File: src/rtl/tst_pkg.sv
package tst_pkg;

   localparam int MaxResults = 16;
   localparam int FireCntW   = $clog2(MaxResults + 1);
   localparam int SlotW      = 4;

   localparam logic [1:0] OP_ARM_ONESHOT  = 2'd0;
   localparam logic [1:0] OP_ARM_PERIODIC = 2'd1;
   localparam logic [1:0] OP_CANCEL       = 2'd2;
   localparam logic [1:0] OP_TICK         = 2'd3;

   localparam logic [1:0] KIND_ARM    = 2'd0;
   localparam logic [1:0] KIND_CANCEL = 2'd1;
   localparam logic [1:0] KIND_FIRED  = 2'd2;
   localparam logic [1:0] KIND_IDLE   = 2'd3;

   typedef struct packed {
      logic [1:0]  op;
      logic [31:0] now_time;
      logic [31:0] interval;
      logic [31:0] tag;
      logic [7:0]  cancel_handle;
   } req_type;

   typedef struct packed {
      logic [1:0]       kind;
      logic             ok;
      logic [SlotW-1:0] slot;
      logic [31:0]      fired_tag;
      logic             last;
   } rsp_type;

   typedef struct packed {
      logic [31:0] due;
      logic [31:0] period;
      logic [31:0] tag;
   } slot_entry_type;

endpackage

File: src/rtl/tst_ram.sv
module tst_ram #(
   parameter int WIDTH = 8,
   parameter int DEPTH = 16,
   localparam int AddrW = (DEPTH > 1) ? $clog2(DEPTH) : 1
) (
   input  logic             clock,
   input  logic             wr_en,
   input  logic [AddrW-1:0] wr_addr,
   input  logic [WIDTH-1:0] wr_data,
   input  logic             rd_en,
   input  logic [AddrW-1:0] rd_addr,
   output logic [WIDTH-1:0] rd_data
);

   logic [WIDTH-1:0] mem [DEPTH];
   logic [WIDTH-1:0] rd_data_ff;

   always_ff @(posedge clock) begin
      if (wr_en) begin
         mem[wr_addr] <= wr_data;
      end
      if (rd_en) begin
         rd_data_ff <= mem[rd_addr];
      end
   end

   assign rd_data = rd_data_ff;

endmodule

File: src/rtl/timer_slot_table_top.sv
// Timer slot table.
// Request channel: a transaction (req) is taken at a clock edge with start high
// and busy low. op selects arm one-shot, arm periodic, cancel or tick.
// Response channel: each result sits on rsp for one cycle with rsp_valid high;
// the receiver must take it then, there is no backpressure.
// Arm and cancel: busy for 1 cycle; the single result is registered out of
// the ARM or CANCEL state, and a new request can be taken in the cycle the
// result shows. Tick: the slots are read one per cycle through the single read
// port of the slot RAM; a fired periodic entry is written back with its next
// due time in the cycle after its read. Fired results stream out during the
// scan, or one idle result if none fires; the final one (last = 1) shows in
// the cycle busy drops. At most 16 slots fire per tick. Reset clears all active
// bits and control state, not the slot RAM: its entries count only while armed.
module timer_slot_table_top
   import tst_pkg::*;
#(
   parameter int NUM_SLOTS = 16
) (
   input  logic    clock,
   input  logic    reset,
   input  logic    start,
   output logic    busy,
   input  req_type req,
   output logic    rsp_valid,
   output rsp_type rsp
);

   localparam int IdxW = (NUM_SLOTS > 1) ? $clog2(NUM_SLOTS) : 1;
   localparam int CntW = $clog2(NUM_SLOTS + 1);

   typedef enum logic [3:0] {
      ST_IDLE   = 4'b0001,
      ST_ARM    = 4'b0010,
      ST_CANCEL = 4'b0100,
      ST_SCAN   = 4'b1000
   } state_type;

   state_type               state_ff, state_in;
   req_type                 req_ff, req_in;
   logic [NUM_SLOTS-1:0]    active_ff, active_in;
   logic [CntW-1:0]         idx_ff, idx_in;
   logic                    p_valid_ff, p_valid_in;
   logic [IdxW-1:0]         p_idx_ff, p_idx_in;
   logic [FireCntW-1:0]     fire_cnt_ff, fire_cnt_in;
   logic                    hold_valid_ff, hold_valid_in;
   logic [IdxW-1:0]         hold_slot_ff, hold_slot_in;
   logic [31:0]             hold_tag_ff, hold_tag_in;
   logic                    rsp_valid_ff, rsp_valid_in;
   rsp_type                 rsp_ff, rsp_in;

   logic                    free_found;
   logic [IdxW-1:0]         free_idx;
   logic                    issue;
   logic                    due_hit;
   logic [31:0]             diff;
   logic                    in_range;

   logic                    ram_we;
   logic [IdxW-1:0]         ram_waddr;
   slot_entry_type          ram_wdata;
   slot_entry_type          ram_rdata;
   logic [$bits(slot_entry_type)-1:0] ram_rbits;

   tst_ram #(
      .WIDTH ($bits(slot_entry_type)),
      .DEPTH (NUM_SLOTS)
   ) u_slot_ram (
      .clock   (clock),
      .wr_en   (ram_we),
      .wr_addr (ram_waddr),
      .wr_data (ram_wdata),
      .rd_en   (issue),
      .rd_addr (idx_ff[IdxW-1:0]),
      .rd_data (ram_rbits)
   );

   assign ram_rdata = slot_entry_type'(ram_rbits);

   always_comb begin
      free_found = 1'b0;
      free_idx   = '0;
      for (int i = NUM_SLOTS - 1; i >= 0; i--) begin
         if (!active_ff[i]) begin
            free_found = 1'b1;
            free_idx   = IdxW'(i);
         end
      end
   end

   assign in_range = (req_ff.cancel_handle < 8'(NUM_SLOTS));
   assign issue    = (state_ff == ST_SCAN) && (idx_ff != CntW'(NUM_SLOTS))
                     && (fire_cnt_ff != FireCntW'(MaxResults));
   assign diff     = req_ff.now_time - ram_rdata.due;
   assign due_hit  = p_valid_ff && active_ff[p_idx_ff] && !diff[31]
                     && (fire_cnt_ff != FireCntW'(MaxResults));

   always_comb begin
      state_in      = state_ff;
      req_in        = req_ff;
      active_in     = active_ff;
      idx_in        = idx_ff;
      p_valid_in    = 1'b0;
      p_idx_in      = idx_ff[IdxW-1:0];
      fire_cnt_in   = fire_cnt_ff;
      hold_valid_in = hold_valid_ff;
      hold_slot_in  = hold_slot_ff;
      hold_tag_in   = hold_tag_ff;
      rsp_valid_in  = 1'b0;
      rsp_in        = '{kind: KIND_ARM, ok: 1'b0, slot: '0, fired_tag: '0, last: 1'b1};
      ram_we        = 1'b0;
      ram_waddr     = free_idx;
      ram_wdata     = '{due: req_ff.now_time + req_ff.interval,
                        period: (req_ff.op == OP_ARM_PERIODIC) ? req_ff.interval : '0,
                        tag: req_ff.tag};
      case (state_ff)
         ST_IDLE: begin
            if (start) begin
               req_in        = req;
               idx_in        = '0;
               fire_cnt_in   = '0;
               hold_valid_in = 1'b0;
               if (req.op inside {OP_ARM_ONESHOT, OP_ARM_PERIODIC}) begin
                  state_in = ST_ARM;
               end else if (req.op == OP_CANCEL) begin
                  state_in = ST_CANCEL;
               end else begin
                  state_in = ST_SCAN;
               end
            end
         end
         ST_ARM: begin
            rsp_valid_in = 1'b1;
            rsp_in.kind  = KIND_ARM;
            rsp_in.ok    = free_found;
            if (free_found) begin
               rsp_in.slot         = SlotW'(free_idx);
               active_in[free_idx] = 1'b1;
               ram_we              = 1'b1;
            end
            state_in = ST_IDLE;
         end
         ST_CANCEL: begin
            rsp_valid_in = 1'b1;
            rsp_in.kind  = KIND_CANCEL;
            rsp_in.ok    = in_range;
            if (in_range) begin
               rsp_in.slot = SlotW'(req_ff.cancel_handle);
               active_in[req_ff.cancel_handle[IdxW-1:0]] = 1'b0;
            end
            state_in = ST_IDLE;
         end
         ST_SCAN: begin
            if (issue) begin
               p_valid_in = 1'b1;
               idx_in     = idx_ff + CntW'(1);
            end
            if (due_hit) begin
               fire_cnt_in   = fire_cnt_ff + FireCntW'(1);
               hold_valid_in = 1'b1;
               hold_slot_in  = p_idx_ff;
               hold_tag_in   = ram_rdata.tag;
               if (hold_valid_ff) begin
                  rsp_valid_in = 1'b1;
                  rsp_in       = '{kind: KIND_FIRED, ok: 1'b1, slot: SlotW'(hold_slot_ff),
                                   fired_tag: hold_tag_ff, last: 1'b0};
               end
               ram_waddr = p_idx_ff;
               if (ram_rdata.period != '0) begin
                  ram_we    = 1'b1;
                  ram_wdata = '{due: ram_rdata.due + ram_rdata.period,
                                period: ram_rdata.period, tag: ram_rdata.tag};
               end else begin
                  active_in[p_idx_ff] = 1'b0;
               end
            end
            if (!issue && !p_valid_ff) begin
               rsp_valid_in = 1'b1;
               if (hold_valid_ff) begin
                  rsp_in = '{kind: KIND_FIRED, ok: 1'b1, slot: SlotW'(hold_slot_ff),
                             fired_tag: hold_tag_ff, last: 1'b1};
               end else begin
                  rsp_in = '{kind: KIND_IDLE, ok: 1'b1, slot: '0, fired_tag: '0,
                             last: 1'b1};
               end
               state_in = ST_IDLE;
            end
         end
         default: begin
            state_in = ST_IDLE;
         end
      endcase
   end

   always_ff @(posedge clock) begin
      if (reset) begin
         state_ff      <= ST_IDLE;
         active_ff     <= '0;
         idx_ff        <= '0;
         p_valid_ff    <= 1'b0;
         fire_cnt_ff   <= '0;
         hold_valid_ff <= 1'b0;
         rsp_valid_ff  <= 1'b0;
      end else begin
         state_ff      <= state_in;
         active_ff     <= active_in;
         idx_ff        <= idx_in;
         p_valid_ff    <= p_valid_in;
         fire_cnt_ff   <= fire_cnt_in;
         hold_valid_ff <= hold_valid_in;
         rsp_valid_ff  <= rsp_valid_in;
      end
   end

   always_ff @(posedge clock) begin
      req_ff       <= req_in;
      p_idx_ff     <= p_idx_in;
      hold_slot_ff <= hold_slot_in;
      hold_tag_ff  <= hold_tag_in;
      rsp_ff       <= rsp_in;
   end

   assign busy      = (state_ff != ST_IDLE);
   assign rsp_valid = rsp_valid_ff;
   assign rsp       = rsp_ff;

endmodule

File: config.mk
export PLATFORM = sky130hd
export DESIGN_NAME = timer_slot_table_top
export DESIGN_NICKNAME = d
export VERILOG_FILES = /design/src/rtl/tst_pkg.sv /design/src/rtl/tst_ram.sv /design/src/rtl/timer_slot_table_top.sv
export SDC_FILE = /design/constraint.sdc
export NUM_CORES = 2
export LEC_CHECK = 0
export BUFFER_PORTS_ARGS = -buffer_cell sky130_fd_sc_hd__buf_2
export CAP_MARGIN = 20
export CORE_AREA = 2 2 359 361
export DETAILED_ROUTE_END_ITERATION = 16
export DIE_AREA = 0 0 361 363
export PLACE_DENSITY = 0.76
export SYNTH_ARGS = -nofsm -noshare
export SYNTH_HDL_FRONTEND = slang
export SYNTH_SLANG_ARGS = --single-unit
File: constraint.sdc
create_clock -name clock -period 13.65 [get_ports clock]
set_input_delay 2.73 -clock clock [delete_from_list [all_inputs] [get_ports clock]]
set_output_delay 2.73 -clock clock [all_outputs]
set_load 0.03 [all_outputs]
==> key figures <==
Drt
  – TritonRoute pass-1 iters: 7
  – Met2 WL post-DR: between 80,000 and 90,000 um
  – DRC viols: 0
  – Vias per cell: just under 7
  – Final wirelength: around 180,000 um
  – Antenna-violating nets left: 0
  – Post-DR wirelength/cell: 32.3 um
  – Via count: 37,900
  – Max layer used: met4
  – DRC violation total after the first TritonRoute iteration: ~5,400
  – Met3 WL: 17,600 um
  – Routed met1 length: about 70,000 um

Clocking
  – Worst-skew pair later-pin latency: about 0.82 ns
  – Post-CTS Setup Bufs: 0
  – CTS tree: yes
  – CTS Buf Count: approximately 180
  – Clock Sinks: approximately 1,900
  – PostCTS Resize Cnt: 0
  – Max Buffers Root-to-Sink: 3
  – Clock Tree Root: clkbuf_16
  – CTS clk-pin slew, worst paths: approximately 0.060 ns
  – Hold Buf Count CTS: 0
  – H-tree depth: 4

Synth
  – Area leader, netlist: edfxtp_1
  – Cell variety after synth: 78
  – Synthesized cell area: 0.0731 sq mm
  – Async SR Flop Fraction: 0%
  – Sequential area share after synthesis: roughly three quarters
  – Number of flops mapped to enable cells by yosys: approximately 1,800
  – Synth Instances: 3,510
  – Largest cells by area after synthesis: edfxtp_1 (73%), mux4_2 (15%), dfxtp_1 (2.1%), ha_1 (1.6%), nand2_1 (0.75%)
  – Main flop type after synthesis: edfxtp_1
  – Yosys top cell area share: 72.9%
  – Syn Nets: 3,717
  – Yosys reg bits: between 1,500 and 2,000
  – Synth warn: 0
  – Avg Inst Size Synth: ~21 sq um

Layout
  – Fraction of layout cells with a size suffix above 1: between 20 and 30%
  – # fillers: 7,946
  – Layout Area Growth over Synthesis: 12.6%
  – Final Non-Filler Cells: 5,626
  – Nets: roughly 4,000
  – Post-layout util: around two thirds

Die
  – Total die area: approximately 0.13 sq mm
  – Starting Density: about 58%
  – Die H: roughly 360 um
  – Io pins: approximately 150
  – Core Area: 0.127 sq mm
  – Die width: about 360 um
  – Rows: 131

Power
  – Peak supply drop: around 0.00013 V
  – Leak: 26.3 nW
  – PD cells: 147 mW/mm^2

Critical path
  – Worst Setup Start Kind: flip-flop
  – FF-to-FF End: u_slot_ram.mem[6][31]
  – Crit end category: flip-flop
  – Cells along the critical path: ha_1 > o211ai_1 > nor2_1 > a2111o_1 > o311a_1 > o21ai_2 > nand3_2 > a211oi_4 > buf_4 > buf_4 > o21ai_0 > buf_2 > nor2_4 > buf_4 > buf_4
  – CP arrival: 6.97 ns
  – CP Max Fanout: 61
  – Critical path class: reg -> reg
  – Crit path largest cell delay: about 0.87 ns
  – CP required: between 10 and 15 ns
  – R2r setup slk: between 7 and 8 ns
  – Slowest-stage cell, CP: buf_4
  – Most used cell, CP: buf_4
  – Launch point of the worst reg-to-reg path: req_ff[78]
  – Reg2Reg Depth: 15
  – Worst Setup SP: req_ff[78]

STA
  – Final setup viols: 0
  – Slew Limit Fails: 0
  – RSZ-0062 raised after global routing: no
  – Slew Limit Headroom: between 20% and 30%
  – Worst Max-Slew Pin Slew: between 1 and 1.5 ns
  – Crit path time final: 6.54 ns
  – Achievable Freq: between 0.15 and 0.2 GHz
  – Setup Skew: roughly 0.06 ns
  – Tcrit/Tclk final: between 40% and 50%
  – Final Hold Fails: 0
  – TNS Setup: 0 ns

GRT
  – Antenna violations before repair: 5
  – Total GRT Usage: 28.0%
  – Largest net degree at the start of global routing: 99
  – Vias in the first global route: around 38,000
  – Gr ovfl total: 0
  – First-pass GRT wire length: about 260,000 um

Placement
  – # port buffers: 150
  – Final Wtd Congestion: around 0.9
  – Detail Placement HPWL: between 90,000 and 100,000 um
  – Placed cell count: between 5,000 and 6,000

Outcome
  – Status: finished, final reports clean

Worst hold path
  – Endpoint, Worst Hold: rsp[32]
  – Worst hold-check path type: reg -> reg
  – Critical hold path startpoint: hold_tag_ff[31]
  – Worst hold path cell count: 1

Job
  – Max cap viols: 0
-- cell families after synthesis --
family                     Yosys count  synth area share [%]
DFF                               1851                  75.0
muxes                              529                  15.6
and+or+nand+nor                    410                  2.75
AOI/OAI and AO/OA                  360                  3.20
buffers and inverters              208                  1.14
adders and majority gates           98                  1.70
xor gates and xnor gates            54                 0.647
-- state kept, by name, indices dropped and copies added, names as in the netlist --
signal and count:
hold_tag_ff 32, idx_ff 5, req_ff 106, rsp 40
fire_cnt_ff 5, p_idx_ff 4, active_ff 16, u_slot_ram.rd_data 96
p_valid_ff 1, state_ff 4, u_slot_ram.mem 1536, hold_slot_ff 4
rsp_valid 1, hold_valid_ff 1
-- synth_stat cells, types with 5 or more instances --
| cell type | count |
|---|---|
| nor3_1 | 28 |
| edfxtp_1 | 1774 |
| mux4_2 | 484 |
| inv_1 | 60 |
| nand3_1 | 32 |
| a22o_1 | 7 |
| mux2i_1 | 9 |
| mux2_2 | 15 |
| clkbuf_1 | 97 |
| o31a_1 | 6 |
| o21a_1 | 13 |
| o21bai_1 | 13 |
| dfxtp_1 | 77 |
| or3_1 | 6 |
| nand2_1 | 146 |
| nor2b_1 | 16 |
| nand2b_1 | 14 |
| nor4_1 | 9 |
| ha_1 | 96 |
| a21o_1 | 23 |
| a32o_1 | 8 |
| a21oi_1 | 73 |
| nor3_2 | 5 |
| buf_1 | 34 |
| o21ai_1 | 5 |
| and2_1 | 37 |
| o31ai_1 | 5 |
| o211ai_1 | 8 |
| nor2_1 | 71 |
| a31oi_1 | 24 |
| mux2_1 | 21 |
| buf_2 | 10 |
| a41oi_1 | 5 |
| o21ai_0 | 104 |
| nand4_1 | 13 |
| and3_1 | 10 |
| xnor2_1 | 34 |
| xor2_1 | 20 |
| a211oi_1 | 24 |
-- per-stage QoR --
stage	hold slack, ns	power [mW]	setup slack (ns)	instance area (sq um)
3_5_place_dp	0.426	7.24	7.04	76300
6_report	0.434	12.1	7.11	82300
5_1_grt	0.442	12.4	6.84	82300
3_3_place_gp	0.422	7.23	7.13	76300
4_1_cts	0.438	12.1	6.91	82200
2_1_floorplan	0.329	6.99	3.73	73100
-- cells in the final DEF (no fill, tap or decap), types with 13 or more instances in the layout --
master / instances
nand3_1: 32
clkbuf_16: 181
clkbuf_8: 17
nand2b_1: 14
nor2b_1: 15
clkbuf_1: 38
xnor2_1: 34
buf_2: 152
o21bai_1: 13
inv_1: 58
a21oi_1: 73
a211oi_1: 24
a21o_1: 23
buf_4: 114
nor2_1: 62
clkinv_1: 24
nand2_1: 146
a31oi_1: 24
dfxtp_1: 73
xor2_1: 20
o21a_1: 13
mux4_2: 484
mux2_2: 15
nor3_1: 23
nand4_1: 13
o21ai_0: 100
edfxtp_1: 1774
and2_1: 37
clkinv_2: 30
ha_1: 96
mux2_1: 21
-- critical path, delay by kind of cell (launching register included) --
family | cells | cell delay, ns
compound gates | 6 | 1.95
fa+ha+maj | 1 | 0.30
buf+inv | 5 | 3.03
flops | 1 | 0.39
simple gates | 3 | 0.37
-- power breakdown --
part,leakage (nW),internal (mW),switching (mW)
Clock,2.83,2.77,2.14
Sequential,16.8,6.37,0.0333
Combinational,6.64,0.290,0.454
-- worst max-delay path by stage --
stage	cells after the start	slack [ns]	end
floorplan	12	3.73	u_slot_ram.mem[11][0]
global placement	14	7.13	u_slot_ram.mem[6][25]
detailed placement	14	7.04	u_slot_ram.mem[5][31]
global route	15	6.84	u_slot_ram.mem[5][72]
finish	15	7.11	u_slot_ram.mem[6][31]
CTS	14	6.91	u_slot_ram.mem[6][76]
-- layer usage --
| layer | GRT usage [%] | up-vias |
|---|---|---|
| met3 | 5.37 | 299 |
| li1 | - | 15200 |
| met5 | 0 | - |
| met2 | 45.3 | 2459 |
| met1 | 39.9 | 19900 |
| met4 | 7.35 | 0 |
-- final cells by class --
type / count / area [sq um] / area share (%)
multi-input combinational: 1451 / 17600 / 21.4
timing repair buffer: 273 / 1750 / 2.12
tap: 1662 / 2080 / 2.53
sequential: 1851 / 54800 / 66.6
antenna: 3 / 7.51 / 0.00912
clock buffer: 235 / 4890 / 5.94
inverter: 60 / 230 / 0.280
clock inverter: 91 / 933 / 1.13
Note: power is estimated with default switching activity, not from simulation.
